$ cat config.mk
export PLATFORM = sky130hd
export DESIGN_NAME = touch_tap_long_press_qualifier_unit
export DESIGN_NICKNAME = d
export VERILOG_FILES = /design/src/rtl/tlpq_pkg.sv /design/src/rtl/tlpq_rotate.sv /design/src/rtl/tlpq_core.sv /design/src/rtl/touch_tap_long_press_qualifier_unit.sv
export SDC_FILE = /design/constraint.sdc
export NUM_CORES = 1
export LEC_CHECK = 0
export BUFFER_PORTS_ARGS = -buffer_cell sky130_fd_sc_hd__buf_4
export CAP_MARGIN = 20
export CORE_MARGIN = 8
export CORE_UTILIZATION = 36
export CTS_BUF_LIST = sky130_fd_sc_hd__clkbuf_16
export CTS_CLUSTER_DIAMETER = 30
export DETAILED_ROUTE_END_ITERATION = 6
export HOLD_SLACK_MARGIN = 0.1
export SLEW_MARGIN = 20
export SYNTH_ARGS = -nofsm -noshare
export SYNTH_HDL_FRONTEND = slang
export SYNTH_HIERARCHICAL = 1
export SYNTH_SLANG_ARGS = --single-unit
$ cat constraint.sdc
create_clock -name i_clk -period 6.3 [get_ports i_clk]
set_input_delay 0 -clock i_clk [delete_from_list [all_inputs] [get_ports i_clk]]
set_output_delay 0 -clock i_clk [all_outputs]
set_load 0.1 [all_outputs]
$ cat src/rtl/tlpq_pkg.sv
// Shared types, constants and helpers for the touch tap / long press qualifier.
package tlpq_pkg;

    localparam int TIME_BITS  = 16;
    localparam int COORD_BITS = 12;
    localparam int MAX_POINTS = 5;

    localparam int RAW_BITS   = 12;
    localparam int DIM_BITS   = 13;
    localparam int COUNT_BITS = 8;
    localparam int MIN_BITS   = 10;
    localparam int ROT_BITS   = 2;
    localparam int CALC_BITS  = DIM_BITS + 2;
    localparam int EV_BITS    = 3;

    localparam int CFG_IDX_BITS  = 3;
    localparam int CFG_DATA_BITS = 16;

    localparam int IN_BITS  = 2 + COUNT_BITS + 2 * RAW_BITS + 1;
    localparam int IN_W     = ((IN_BITS + 7) / 8) * 8;
    localparam int OUT_BITS = EV_BITS + 2 * COORD_BITS + 1 + TIME_BITS + 1;
    localparam int OUT_W    = ((OUT_BITS + 7) / 8) * 8;

    typedef logic [TIME_BITS-1:0]  t_time;
    typedef logic [COORD_BITS-1:0] t_coord;
    typedef logic [RAW_BITS-1:0]   t_raw;
    typedef logic [DIM_BITS-1:0]   t_dim;
    typedef logic [ROT_BITS-1:0]   t_rot;
    typedef logic signed [CALC_BITS-1:0] t_calc;

    localparam t_time TIME_MAX = {TIME_BITS{1'b1}};
    localparam t_calc COORD_MAX_S = t_calc'((2 ** COORD_BITS) - 1);

    localparam t_rot  RST_ROTATION  = t_rot'(0);
    localparam t_dim  RST_WIDTH     = t_dim'(172);
    localparam t_dim  RST_HEIGHT    = t_dim'(320);
    localparam t_time RST_DEBOUNCE  = t_time'(50);
    localparam t_time RST_LONG      = t_time'(1000);
    localparam t_time RST_TAP_BLOCK = t_time'(500);
    localparam logic [MIN_BITS-1:0] RST_MIN_TAP = MIN_BITS'(10);

    typedef enum logic [EV_BITS-1:0] {
        EV_NONE         = 3'd0,
        EV_PRESS        = 3'd1,
        EV_SHORT_TAP    = 3'd2,
        EV_LONG_RELEASE = 3'd3,
        EV_TAP_BLOCKED  = 3'd4,
        EV_TOO_SHORT    = 3'd5,
        EV_LONG_PRESS   = 3'd6
    } t_event;

    typedef enum logic [CFG_IDX_BITS-1:0] {
        CFG_ROTATION  = 3'd0,
        CFG_WIDTH     = 3'd1,
        CFG_HEIGHT    = 3'd2,
        CFG_DEBOUNCE  = 3'd3,
        CFG_LONG      = 3'd4,
        CFG_TAP_BLOCK = 3'd5,
        CFG_MIN_TAP   = 3'd6
    } t_cfg_idx;

    typedef struct packed {
        logic                     valid;
        logic [CFG_IDX_BITS-1:0]  index;
        logic [CFG_DATA_BITS-1:0] data;
    } t_cfg_wr;

    typedef struct packed {
        logic                  timer_start;
        t_raw                  raw_y;
        t_raw                  raw_x;
        logic [COUNT_BITS-1:0] report_count;
        logic                  report_ok;
        logic                  int_low;
    } t_item;

    typedef struct packed {
        logic   touched;
        t_time  duration_ms;
        logic   pos_valid;
        t_coord pos_y;
        t_coord pos_x;
        t_event event_res;
    } t_result;

    function automatic t_time sat_inc(input t_time v);
        sat_inc = (v == TIME_MAX) ? v : v + t_time'(1);
    endfunction

endpackage

$ cat src/rtl/tlpq_rotate.sv
// Coordinate transform into display space with clamping at both ends.
module tlpq_rotate (
    input  tlpq_pkg::t_rot   i_rotation,
    input  tlpq_pkg::t_dim   i_width,
    input  tlpq_pkg::t_dim   i_height,
    input  tlpq_pkg::t_raw   i_raw_x,
    input  tlpq_pkg::t_raw   i_raw_y,
    output tlpq_pkg::t_coord o_x,
    output tlpq_pkg::t_coord o_y
);
    import tlpq_pkg::*;

    t_calc x_s, y_s, w_s, h_s, nx, ny;

    function automatic t_coord clamp(input t_calc v);
        if (v < 0) begin
            clamp = '0;
        end else if (v > COORD_MAX_S) begin
            clamp = {COORD_BITS{1'b1}};
        end else begin
            clamp = v[COORD_BITS-1:0];
        end
    endfunction

    always_comb begin
        x_s = t_calc'({1'b0, i_raw_x});
        y_s = t_calc'({1'b0, i_raw_y});
        w_s = t_calc'({1'b0, i_width});
        h_s = t_calc'({1'b0, i_height});
        case (i_rotation)
            2'd0: begin
                nx = w_s - t_calc'(1) - x_s;
                ny = y_s;
            end
            2'd1: begin
                nx = y_s;
                ny = x_s;
            end
            2'd2: begin
                nx = x_s;
                ny = h_s - t_calc'(1) - y_s;
            end
            default: begin
                nx = w_s - t_calc'(1) - y_s;
                ny = h_s - t_calc'(1) - x_s;
            end
        endcase
        o_x = clamp(nx);
        o_y = clamp(ny);
    end

endmodule

$ cat src/rtl/tlpq_core.sv
// Configuration registers, touch state and per-tick event decision.
module tlpq_core (
    input  logic              i_clk,
    input  logic              i_rst_n,
    input  tlpq_pkg::t_cfg_wr i_cfg,
    input  logic              i_adv,
    input  tlpq_pkg::t_item   i_item,
    output tlpq_pkg::t_result o_res
);
    import tlpq_pkg::*;

    t_rot                r_rotation;
    t_dim                r_width, r_height;
    t_time               r_debounce, r_long, r_tap_block;
    logic [MIN_BITS-1:0] r_min_tap;

    logic   r_prev_low, n_prev_low;
    logic   r_pt_live, n_pt_live;
    t_coord r_pt_x, n_pt_x, r_pt_y, n_pt_y;
    t_coord r_lat_x, n_lat_x, r_lat_y, n_lat_y;
    logic   r_lat_valid, n_lat_valid;
    t_time  r_since_low, n_since_low;
    t_time  r_since_ts, n_since_ts;
    logic   r_pressed, n_pressed;
    t_time  r_age, n_age;
    logic   r_long_done, n_long_done;

    t_coord rot_x, rot_y;
    t_time  age_inc, dur;
    t_event ev;
    logic   touched, count_good, blocked;

    tlpq_rotate u_rotate (
        .i_rotation (r_rotation),
        .i_width    (r_width),
        .i_height   (r_height),
        .i_raw_x    (i_item.raw_x),
        .i_raw_y    (i_item.raw_y),
        .o_x        (rot_x),
        .o_y        (rot_y)
    );

    always_ff @(posedge i_clk) begin
        if (!i_rst_n) begin
            r_rotation  <= RST_ROTATION;
            r_width     <= RST_WIDTH;
            r_height    <= RST_HEIGHT;
            r_debounce  <= RST_DEBOUNCE;
            r_long      <= RST_LONG;
            r_tap_block <= RST_TAP_BLOCK;
            r_min_tap   <= RST_MIN_TAP;
        end else if (i_cfg.valid) begin
            unique case (i_cfg.index)
                CFG_ROTATION:  r_rotation  <= i_cfg.data[ROT_BITS-1:0];
                CFG_WIDTH:     r_width     <= i_cfg.data[DIM_BITS-1:0];
                CFG_HEIGHT:    r_height    <= i_cfg.data[DIM_BITS-1:0];
                CFG_DEBOUNCE:  r_debounce  <= i_cfg.data[TIME_BITS-1:0];
                CFG_LONG:      r_long      <= i_cfg.data[TIME_BITS-1:0];
                CFG_TAP_BLOCK: r_tap_block <= i_cfg.data[TIME_BITS-1:0];
                CFG_MIN_TAP:   r_min_tap   <= i_cfg.data[MIN_BITS-1:0];
                default: ;
            endcase
        end
    end

    always_comb begin
        count_good = (i_item.report_count >= COUNT_BITS'(1))
                  && (i_item.report_count <= COUNT_BITS'(MAX_POINTS));

        n_since_low = i_item.int_low ? '0 : sat_inc(r_since_low);
        n_since_ts  = i_item.timer_start ? '0 : sat_inc(r_since_ts);
        age_inc     = r_pressed ? sat_inc(r_age) : r_age;

        n_pt_live = r_pt_live;
        n_pt_x    = r_pt_x;
        n_pt_y    = r_pt_y;
        if (i_item.int_low) begin
            if (i_item.report_ok) begin
                if (count_good) begin
                    n_pt_live = 1'b1;
                    n_pt_x    = rot_x;
                    n_pt_y    = rot_y;
                end else if (!r_prev_low) begin
                    n_pt_live = 1'b0;
                end
            end
        end else if (!r_prev_low) begin
            n_pt_live = 1'b0;
        end
        n_prev_low = i_item.int_low;

        touched = i_item.int_low || (n_since_low < r_debounce);

        n_lat_x     = r_lat_x;
        n_lat_y     = r_lat_y;
        n_lat_valid = r_lat_valid;
        if (n_pt_live) begin
            n_lat_x     = n_pt_x;
            n_lat_y     = n_pt_y;
            n_lat_valid = 1'b1;
        end

        blocked     = n_since_ts < r_tap_block;
        ev          = EV_NONE;
        dur         = '0;
        n_pressed   = r_pressed;
        n_age       = age_inc;
        n_long_done = r_long_done;
        if (touched && !r_pressed) begin
            n_pressed   = 1'b1;
            n_age       = '0;
            n_long_done = 1'b0;
            ev          = EV_PRESS;
        end else if (!touched && r_pressed) begin
            dur = age_inc;
            if (!r_long_done && (age_inc > t_time'(r_min_tap)) && !blocked) begin
                ev = EV_SHORT_TAP;
            end else if (r_long_done) begin
                ev = EV_LONG_RELEASE;
            end else if (blocked) begin
                ev = EV_TAP_BLOCKED;
            end else begin
                ev = EV_TOO_SHORT;
            end
            n_pressed   = 1'b0;
            n_long_done = 1'b0;
        end else if (r_pressed) begin
            if ((age_inc > r_long) && !r_long_done) begin
                n_long_done = 1'b1;
                ev          = EV_LONG_PRESS;
                dur         = age_inc;
            end
        end

        o_res.event_res   = ev;
        o_res.pos_x       = n_lat_x;
        o_res.pos_y       = n_lat_y;
        o_res.pos_valid   = n_lat_valid;
        o_res.duration_ms = dur;
        o_res.touched     = touched;
    end

    always_ff @(posedge i_clk) begin
        if (!i_rst_n) begin
            r_prev_low  <= 1'b0;
            r_pt_live   <= 1'b0;
            r_pt_x      <= '0;
            r_pt_y      <= '0;
            r_lat_x     <= '0;
            r_lat_y     <= '0;
            r_lat_valid <= 1'b0;
            r_since_low <= TIME_MAX;
            r_since_ts  <= TIME_MAX;
            r_pressed   <= 1'b0;
            r_age       <= '0;
            r_long_done <= 1'b0;
        end else if (i_adv) begin
            r_prev_low  <= n_prev_low;
            r_pt_live   <= n_pt_live;
            r_pt_x      <= n_pt_x;
            r_pt_y      <= n_pt_y;
            r_lat_x     <= n_lat_x;
            r_lat_y     <= n_lat_y;
            r_lat_valid <= n_lat_valid;
            r_since_low <= n_since_low;
            r_since_ts  <= n_since_ts;
            r_pressed   <= n_pressed;
            r_age       <= n_age;
            r_long_done <= n_long_done;
        end
    end

endmodule

$ cat src/rtl/touch_tap_long_press_qualifier_unit.sv
// Top level of the touch tap / long press qualifier: stream ports and pipeline registers.
//
// One input word per millisecond tick arrives on the s_axis channel; it carries
// the interrupt level, the report status, the first point of the report and a
// timer start pulse. Every input word yields exactly one result word on the
// m_axis channel: the event code, the latched rotated position, its valid flag,
// the press duration and the debounced touch level.
// Configuration registers are written over the cfg channel (index, data); it is
// always ready and is meant to be used while no word is in flight.
// Pipeline: a word accepted on s_axis sits in the input register, is evaluated
// and lands in the result register, from which its result is offered on m_axis.
// Throughput: one word per cycle while m_axis takes results; the whole tick update is
// one pass of logic between the input register and the result register.
// Stall: while the result register holds an untaken word, the input register
// may still hand over if the result is taken in the same cycle; otherwise both
// hold and s_axis_tready drops once the input register is full.
// Reset (synchronous, active low): clears the valid flags of both registers, restores
// register defaults and the tick state (time-since counters saturated, no press, no position).
module touch_tap_long_press_qualifier_unit (
    input  logic                                  i_clk,
    input  logic                                  i_rst_n,
    input  logic                                  s_axis_tvalid,
    output logic                                  s_axis_tready,
    // int_low, report_ok, report_count[7:0], raw_x[11:0], raw_y[11:0], timer_start, zero pad
    input  logic [tlpq_pkg::IN_W-1:0]             s_axis_tdata,
    output logic                                  m_axis_tvalid,
    input  logic                                  m_axis_tready,
    // event_res[2:0], pos_x[11:0], pos_y[11:0], pos_valid, duration_ms[15:0], touched, zero pad
    output logic [tlpq_pkg::OUT_W-1:0]            m_axis_tdata,
    input  logic                                  i_cfg_valid,
    output logic                                  o_cfg_ready,
    input  logic [tlpq_pkg::CFG_IDX_BITS-1:0]     i_cfg_index,
    input  logic [tlpq_pkg::CFG_DATA_BITS-1:0]    i_cfg_data
);
    import tlpq_pkg::*;

    logic    r_in_valid;
    t_item   r_in_item;
    logic    r_out_valid;
    t_result r_out_res;
    t_result res;
    t_cfg_wr cfg_wr;
    logic    adv;

    assign adv           = r_in_valid && (!r_out_valid || m_axis_tready);
    assign s_axis_tready = !r_in_valid || adv;
    assign o_cfg_ready   = 1'b1;

    assign cfg_wr.valid = i_cfg_valid;
    assign cfg_wr.index = i_cfg_index;
    assign cfg_wr.data  = i_cfg_data;

    tlpq_core u_core (
        .i_clk   (i_clk),
        .i_rst_n (i_rst_n),
        .i_cfg   (cfg_wr),
        .i_adv   (adv),
        .i_item  (r_in_item),
        .o_res   (res)
    );

    always_ff @(posedge i_clk) begin
        if (!i_rst_n) begin
            r_in_valid <= 1'b0;
        end else if (s_axis_tready) begin
            r_in_valid <= s_axis_tvalid;
        end
    end

    always_ff @(posedge i_clk) begin
        if (s_axis_tready && s_axis_tvalid) begin
            r_in_item <= s_axis_tdata[IN_BITS-1:0];
        end
    end

    always_ff @(posedge i_clk) begin
        if (!i_rst_n) begin
            r_out_valid <= 1'b0;
        end else if (adv) begin
            r_out_valid <= 1'b1;
        end else if (m_axis_tready) begin
            r_out_valid <= 1'b0;
        end
    end

    always_ff @(posedge i_clk) begin
        if (adv) begin
            r_out_res <= res;
        end
    end

    assign m_axis_tvalid = r_out_valid;
    assign m_axis_tdata  = OUT_W'(r_out_res);

endmodule
==> metrics, run 1 <==
outcome=finished clean; final max-slew violation count=0; cell area after synthesis=0.0150 mm2; # clock sinks=269; Worst Path Max Fanout=9; clock share of power=0.594; Antenna diodes=0; met1 wire length=19300 um; crit start category=flip-flop; Crit-path slowest cell=o41ai_2; CP max stage delay=0.74 ns; Leak=7.93 nW; Final Worst Setup Slack=1.71 ns; Area Growth Syn to Fin=30.2%; Top Metal Used=met4; 1st-iter DRT viols=1063; sequential cell area=0.00619 mm2; First-pass DRT Iterations=5; crit-path leading delay family=simple AND/OR/NAND/NOR gates; Max-Cap Viols=0; clock insertion delay at the later pin of the skew report=0.58 ns; largest net degree at the start of global routing=84; Ys Warns=6; multi-input combinational cell area=0.00810 mm2; clock buffer depth=3; DR WL met3=2670 um; Synth Register Bits=269; Net Sw Frac=0.257; WP buf/inv=0; detailed placement HPWL=29200 um; WHS Path Cells=2; Hold-fix buffers, CTS=63; WL/cell=16.9 um; vias in the first global route=12.9k; commonest cells after routing, fill and taps aside=nand2_1, dfxtp_1, nor2_1; CTS buffer count=71; Max VDD drop=0.262 mV; clk_skew=0.0187 ns; die area=0.0485 mm2; vias per inst=5.28; Cell Rows=75; # IOs=115; first-pass GRT wire length=67100 um; clock root buffer master=clkbuf_16; Post-synth EDFFs=80; WP depth=13; Fmax=218 MHz; Hold Vio Cnt, Final=0; Fillers=3913; Residual DRC=0; routed vias=13.3k; most used cell along the critical path=or4_4; H-tree Lvls=3; Mapped Cells=1762; Worst Reg-to-Reg Cells=13; # port buffers=105; initial antenna violation count=0; Routed Antenna Nets=0; placed instance area=0.0162 mm2; post-synthesis sequential area ratio=0.412; CP arrival=4.89 ns; Max-slew headroom=0.319; ys async rst share=0; post-route cell area=0.0196 mm2; Tcrit/Tclk final=0.729; cell-internal power=4.98 mW; Total GRT Usage=0.173; worst path cell trace=or4_4 -> or4_4 -> nor2_1 -> xor2_1 -> ha_1 -> o211ai_1 -> a31oi_1 -> o41ai_2 -> nand3_1 -> and3_4 -> o311a_1 -> mux2i_1 -> a21oi_1; Pwr Density=343 mW/mm2; Worst-path clk slew=0.05 ns; CP required=6.60 ns; setup_tns=0 ns; CTS tree=yes; Comb power frac=0.120; RSZ-0062 raised after global routing=no; ys flop type=dfxtp_1; core region area=0.0416 mm2; average cell area after synthesis=8.52 um2; Total Power=6.70 mW; Distinct cells, synth=85; crit end category=flip-flop; die width=220 um; layout cells sized above 1=0.145; Sequential Power Share=0.286; Nets=2083; GPL Wtd Cong=0.856; Net Sw Power=1.72 mW; final setup fails=0; Tmin final=4.59 ns; post-CTS setup buffers=0; crit path kind=flip-flop to flip-flop; Initial Utilization=0.361; final WL=42600 um; Slew @ Worst Pin=1.02 ns; gr ovfl total=0; CTS resizes=0; worst slack at placement=1.76 ns; WL met2=19700 um; most common cell after layout, fill and taps aside=nand2_1; Die H=220 um; Min-Delay Path Class=input pin to flip-flop
cell families (layout without fill, tap and decap cells):
group           Yosys count  count (layout)  synth area share
mux                      67              67            0.0449
flops                   269             269             0.412
simple gates            680             680             0.208
compound gates          400             400             0.170
fa+ha+maj                90              90            0.0760
buf+inv                 191             414            0.0521
xor+xnor                 63              63            0.0368
other cells               2               4          0.000500
power by group through the flow:
stage	combinational, mW	sequential, mW	clock, mW
2_1_floorplan	0.488	2.02	0
3_3_place_gp	0.755	1.94	0
3_5_place_dp	0.765	1.95	0
4_1_cts	0.802	1.92	4.05
5_1_grt	0.884	1.92	4.15
6_report	0.808	1.92	3.98
path summary, 6_finish.rpt:
path / endpoint / from / slack [ns]
max reg2reg: m_axis_tdata[11] / u_core/r_width[3] / 1.71
min: r_in_item[19] / s_axis_tdata[19] / 0.14
max: m_axis_tdata[11] / u_core/r_width[3] / 1.71
min reg2reg: u_core/r_pt_y[1] / u_core/r_pt_y[1] / 0.45
layer usage:
layer	global-route usage	up-vias
li1	-	6604
met1	0.223	6286
met2	0.284	371
met3	0.0399	83
met4	0.0607	0
met5	0	-
stage by stage:
step                      std cells  hold WS, ns   util
final                          2526        0.140  0.470
after global routing           2526        0.122  0.470
after CTS                      2523        0.104  0.469
after detailed placement       2329        0.180  0.390
after global placement         2328        0.179  0.390
after floorplan                1764       0.0989      -
layout make-up:
cell class,instances,share of cell area
multi-input cells,1304,0.414
flip-flops and latches,269,0.316
clock buffers,74,0.0947
repair buffers,186,0.0809
clock inverters,57,0.0408
well taps,539,0.0345
inverters,97,0.0187
synth_stat cells (5+ instances only):
cell type / count / area (um2)
nand2_1: 281 / 1050
dfxtp_1: 189 / 3780
nor2_1: 184 / 691
a21oi_1: 160 / 801
inv_1: 95 / 357
ha_1: 88 / 1100
edfxtp_1: 80 / 2400
o21ai_0: 67 / 335
clkbuf_1: 66 / 248
mux2i_1: 64 / 641
nand3_1: 50 / 250
xnor2_1: 42 / 368
a211oi_1: 31 / 233
nor3_1: 31 / 155
o211ai_1: 27 / 203
nand4_1: 25 / 156
xor2_1: 21 / 184
a31oi_1: 15 / 93.8
nor2b_1: 15 / 93.8
nor4_1: 15 / 93.8
or3_1: 13 / 81.3
a22oi_1: 12 / 90.1
a21o_1: 11 / 82.6
and3_1: 10 / 62.6
nand2b_1: 10 / 62.6
or2_2: 10 / 62.6
buf_1: 9 / 33.8
o21a_1: 9 / 67.6
or4_1: 8 / 60.1
buf_2: 7 / 35.0
buf_4: 7 / 52.6
a221oi_1: 6 / 52.6
a22o_1: 6 / 52.6
o311ai_0: 6 / 52.6
o31ai_1: 6 / 45.0
o311a_1: 5 / 50.1
state kept, by name, summed over array words and instances (netlist names), 12 cells and up:
name / flops
u_core/r_since_ts: 16
u_core/r_lat_x: 12
u_core/r_pt_y: 12
u_core/r_long: 16
u_core/r_tap_block: 16
u_core/r_age: 16
u_core/r_pt_x: 12
u_core/r_height: 13
u_core/r_lat_y: 12
u_core/r_since_low: 16
u_core/r_debounce: 16
u_core/r_width: 13
m_axis_tdata: 45
r_in_item: 35
Power figures use the tool's default switching activity.
==> inputs of run 2 (changes only) <==
==> constraint.sdc (replaced) <==
create_clock -name i_clk -period 4.7 [get_ports i_clk]
set_input_delay 0 -clock i_clk [delete_from_list [all_inputs] [get_ports i_clk]]
set_output_delay 0 -clock i_clk [all_outputs]
set_load 0.1 [all_outputs]
==> run 2 against run 1 <==
  * First-iteration DRC count down 4.1%
  * Flip-flop and latch count is the same
  * Clock power is 15% higher
  * Global-route usage is 0.16 points higher
  * Final area decreased by 1.7%
  * Power up 23%
==> metrics, run 2 (synthesis gave the netlist of run 1 again) <==
CTS tree=yes; GPL Wtd Cong=0.892; # IOs=115; Max-Cap Viols=0; Pwr Density=428 mW/mm2; CP required=5.16 ns; Crit. Startpoint=u_core/r_height[0]; clock root buffer master=clkbuf_16; Final Worst Setup Slack=0.379 ns; commonest cells after routing, fill and taps aside=nand2_1, dfxtp_1, nor2_1; H-tree Lvls=3; Antenna diodes=0; Area Growth Syn to Fin=28.0%; final WL=42900 um; Worst-path clk slew=0.05 ns; clock insertion delay at the later pin of the skew report=0.57 ns; crit start category=flip-flop; layout cells sized above 1=0.141; most common cell after layout, fill and taps aside=nand2_1; WP buf/inv=1; CP arrival=4.79 ns; setup_tns=0 ns; Cell Rows=75; first-pass GRT wire length=68100 um; Min-Delay Path Class=input pin to flip-flop; crit end category=flip-flop; RSZ-0062 raised after global routing=no; Initial Utilization=0.361; Residual DRC=0; # port buffers=105; Total GRT Usage=0.175; worst slack at placement=0.429 ns; Routed Antenna Nets=0; First-pass DRT Iterations=6; die area=0.0485 mm2; most used cell along the critical path=ha_1; vias in the first global route=13.0k; Max VDD drop=0.216 mV; Max-slew headroom=0.297; Slew @ Worst Pin=1.05 ns; worst path cell trace=inv_1 -> ha_1 -> or4b_2 -> or2_2 -> nor3_1 -> xor2_1 -> ha_1 -> a21o_1 -> or3_1 -> nand4_1 -> o2bb2ai_1 -> nand2_1 -> a21oi_1 -> mux2i_1 -> a211oi_1; final max-slew violation count=0; Crit-path slowest cell=or4b_2; routed vias=13.4k; max reg flops=45; Fmax=231 MHz; CTS buffer count=66; outcome=finished clean; Leak=7.81 nW; detailed placement HPWL=29800 um; Hold Vio Cnt, Final=0; largest net degree at the start of global routing=93; Die H=220 um; CP max stage delay=0.66 ns; final setup fails=0; Total Power=8.23 mW; crit-path leading delay family=simple AND/OR/NAND/NOR gates; Nets=2084; Worst R2R Start=u_core/r_height[0]; Tmin final=4.32 ns; 1st-iter DRT viols=1019; gr ovfl total=0; die width=220 um; Worst Path Max Fanout=7; Tcrit/Tclk final=0.919; crit path kind=flip-flop to flip-flop; # clock sinks=269; hold_sp=s_axis_tdata[28]; WL/cell=17.0 um; initial antenna violation count=0; core region area=0.0416 mm2; post-CTS setup buffers=0; Fillers=3936; vias per inst=5.31; clock buffer depth=3; clk_skew=0.0283 ns
[run 2: cell types whose count changed in the layout (fill, tap and decap cells not counted), sizes merged]
cell         before  now
inv             108  106
clkinv           22   29
bufinv           17    8
clkbuf           74   71
buf             123  126
dlygate4sd3      63   66
clkinvlp          7    5
[run 2: report_power, final]
group / internal (mW) / switching (mW) / leakage, nW
combinational: 0.402 / 0.686 / 4.36
clock: 3.16 / 1.41 / 1.14
sequential: 2.49 / 0.0840 / 2.31
total: 6.05 / 2.18 / 7.81
[run 2: area by class of cell]
cell class	instances	area, um2	share of cell area
timing repair buffer	192	1610	0.0836
clock inverter	51	505	0.0263
inverter	97	365	0.0190
tap	539	674	0.0351
multi-input combinational	1304	8100	0.422
sequential	269	6190	0.322
clock buffer	71	1780	0.0925
[run 2: repair_timing]
item / CTS / global route
hold endpoints to repair: 131 / 0
hold buffers: 66 / 0
endpoints found under the setup margin: 0 / 6
resized for setup: 0 / 1
[run 2: path summary, 6_finish.rpt]
path                                          end  slack [ns]  cells after the start
worst max-delay path            u_core/r_lat_y[1]        0.38                     15
worst min-delay path                r_in_item[28]        0.15                      2
worst max register to register  u_core/r_lat_y[1]        0.38                     15
worst min register to register   u_core/r_pt_x[4]        0.45                      2
[run 2: layer usage]
metal  global-route usage  routed length [um]  up-vias
met5              0.00728                  49        -
met4               0.0665                1030        2
met3               0.0349                2510       85
met2                0.287               20000      375
met1                0.225               19200     6329
li1                     -                   -     6610
[run 2: metrics by stage]
stage / util / hold WS [ns] / area [um2] / instances
after detailed placement: 0.391 / 0.180 / 16300 / 2335
after CTS: 0.462 / 0.129 / 19200 / 2523
after global placement: 0.391 / 0.179 / 16300 / 2335
after global routing: 0.462 / 0.138 / 19200 / 2523
final: 0.462 / 0.155 / 19200 / 2523
after floorplan: - / 0.0989 / 15000 / 1764
==> inputs of run 3 (changes only) <==
--- a/config.mk
+++ b/config.mk
@@ -11,6 +11,7 @@
 export CORE_UTILIZATION = 36
 export CTS_BUF_LIST = sky130_fd_sc_hd__clkbuf_16
 export CTS_CLUSTER_DIAMETER = 30
+export CTS_CLUSTER_SIZE = 14
 export DETAILED_ROUTE_END_ITERATION = 6
 export HOLD_SLACK_MARGIN = 0.1
 export SLEW_MARGIN = 20
==> constraint.sdc (replaced) <==
create_clock -name i_clk -period 4.1 [get_ports i_clk]
set_input_delay 0 -clock i_clk [delete_from_list [all_inputs] [get_ports i_clk]]
set_output_delay 0 -clock i_clk [all_outputs]
set_load 0.1 [all_outputs]
==> run 3 against run 2 <==
  * Global-route usage grew 0.13 points
  * Clock power up 13%
  * Final area increased by 3.1%
  * Wire length rose by 2.6%
  * Combinational power increased by 22%
  * Clock skew is 0.0083 ns higher
  * Register-to-register slack worse by 0.29 ns
  * Setup slack worse by 0.29 ns
  * Critical path type unchanged
  * Largest cell class unchanged
  * Highest routed layer is now met4
==> metrics, run 3 (synthesis gave the netlist of run 1 again) <==
multi-input combinational cell area=0.00837 mm2; R2R Setup Slk=0.09 ns; CP required=4.39 ns; # port buffers=105; 1st-iter DRT viols=840; met2 GRT Util=0.292; largest net degree at the start of global routing=98; Crit-path slowest cell=or4_4; Nets=2125; clock insertion delay at the later pin of the skew report=0.58 ns; Residual DRC=0; Fillers=3897; Worst-path clk slew=0.05 ns; first-pass GRT wire length=69100 um; Hold Vio Cnt, Final=0; Initial Utilization=0.361; final setup fails=0; vias per inst=5.30; GPL Wtd Cong=0.900; # clock sinks=269; clock share of power=0.548; crit end category=flip-flop; Net Sw Power=2.55 mW; clock buffer depth=3; grt peak-use layer=met2; Net Sw Frac=0.270; routed vias=13.6k; Max-slew headroom=0.337; Max-Cap Viols=0; Area Growth Syn to Fin=31.9%; dpl cells=2373; Slew @ Worst Pin=0.988 ns; hold_ws=0.152 ns; max reg flops=45; commonest cells after routing, fill and taps aside=nand2_1, dfxtp_1, nor2_1; H-tree Lvls=3; CTS tree=yes; worst path cell trace=or4_4 -> or4_4 -> buf_6 -> nand2_1 -> ha_1 -> buf_4 -> nand2_1 -> o21ai_2 -> nand2_1 -> a311o_1 -> a2111o_1 -> and3_4 -> o311a_1 -> mux2i_1 -> a21oi_1; post-route cell area=0.0198 mm2; First-pass DRT Iterations=5; WL/cell=17.1 um; vias in the first global route=13.2k; crit start category=flip-flop; crit path kind=flip-flop to flip-flop; cell-internal power=6.90 mW; Tcrit/Tclk final=0.978; Max VDD drop=0.256 mV; CTS buffer count=67; layout cells sized above 1=0.182; Pwr Density=478 mW/mm2; die area=0.0485 mm2; Min-Delay Path Class=input pin to flip-flop; Comb power frac=0.141; M1 GR Usage=0.231; Worst Path Max Fanout=5; detailed placement HPWL=29700 um; CP arrival=4.30 ns; RSZ-0062 raised after global routing=yes; fin cells=2565; final max-slew violation count=0; most used cell along the critical path=nand2_1; clk_skew=0.0366 ns; clock root buffer master=clkbuf_16; initial antenna violation count=0; Antenna diodes=0; Leak=8.06 nW; # IOs=115; Die H=220 um; placed instance area=0.0166 mm2; Sequential Power Share=0.311; Final Util=0.476; sequential cell area=0.00619 mm2; most common cell after layout, fill and taps aside=nand2_1; M3 GR Usage=0.0261; Total GRT Usage=0.176; CP max stage delay=0.56 ns; Routed Antenna Nets=0; gr ovfl total=0; Fmax=249 MHz; core region area=0.0416 mm2; final WL=43900 um; Tmin final=4.01 ns; outcome=finished clean; Cell Rows=75; die width=220 um
[run 3: cell count changes in the layout (fill, tap and decap cells not counted), moves of 5 or more]
cell	previous run	this run
a21oi_1	158	153
o21ai_0	67	60
buf_4	126	164
o21ai_2	1	6
[run 3: power groups by stage]
stage	clock, mW	combinational (mW)	sequential (mW)
final	5.18	1.33	2.94
after global routing	5.41	1.45	2.95
after CTS	5.27	1.29	2.94
after detailed placement	0	1.23	2.99
after global placement	0	1.22	2.98
after floorplan	0	0.750	3.10
[run 3: final timing paths]
path / start / end / depth (start not counted)
worst max-delay path: u_core/r_width[3] / m_axis_tdata[9] / 15
worst min-delay path: s_axis_tdata[13] / r_in_item[13] / 2
worst max register to register: u_core/r_width[3] / m_axis_tdata[9] / 15
worst min register to register: u_core/r_pt_x[10] / u_core/r_pt_x[10] / 2
[run 3: timing repair]
| action | in CTS | in global routing |
|---|---|---|
| setup buffers | 0 | 7 |
| hold buffers | 62 | 0 |
| gates resized for setup | 2 | 61 |
| setup endpoints to repair | 9 | 89 |
| endpoints found under the hold margin | 142 | 0 |
| pin swaps | 0 | 29 |
| gates cloned | 0 | 0 |
[run 3: final cells by class]
class | count | area share
tap | 539 | 0.0341
sequential | 269 | 0.312
clock inverter | 52 | 0.0228
clock buffer | 72 | 0.0910
inverter | 97 | 0.0184
multi-input combinational | 1304 | 0.423
timing repair buffer | 232 | 0.0987
[run 3: through the flow]
stage	total power, mW	setup slack (ns)	setup TNS (ns)
final	9.46	0.0899	0
after global routing	9.82	-0.0491	-0.353
after CTS	9.50	0.0124	0
after detailed placement	4.22	-0.0386	-0.0642
after global placement	4.20	0.0435	0
after floorplan	3.85	0.0555	0
[run 3: layer usage]
layer	part of all wire	wire length (um)
met1	0.45	19900
met2	0.48	21000
met3	0.049	2170
met4	0.021	938
met5	0	0
[run 3: critical path, delay by kind of cell (launching register included)]
family,cells,cell delay [ns]
simple gates,6,1.44
compound gates,5,1.35
flops,1,0.31
buf+inv,2,0.30
mux,1,0.17
fa+ha+maj,1,0.15
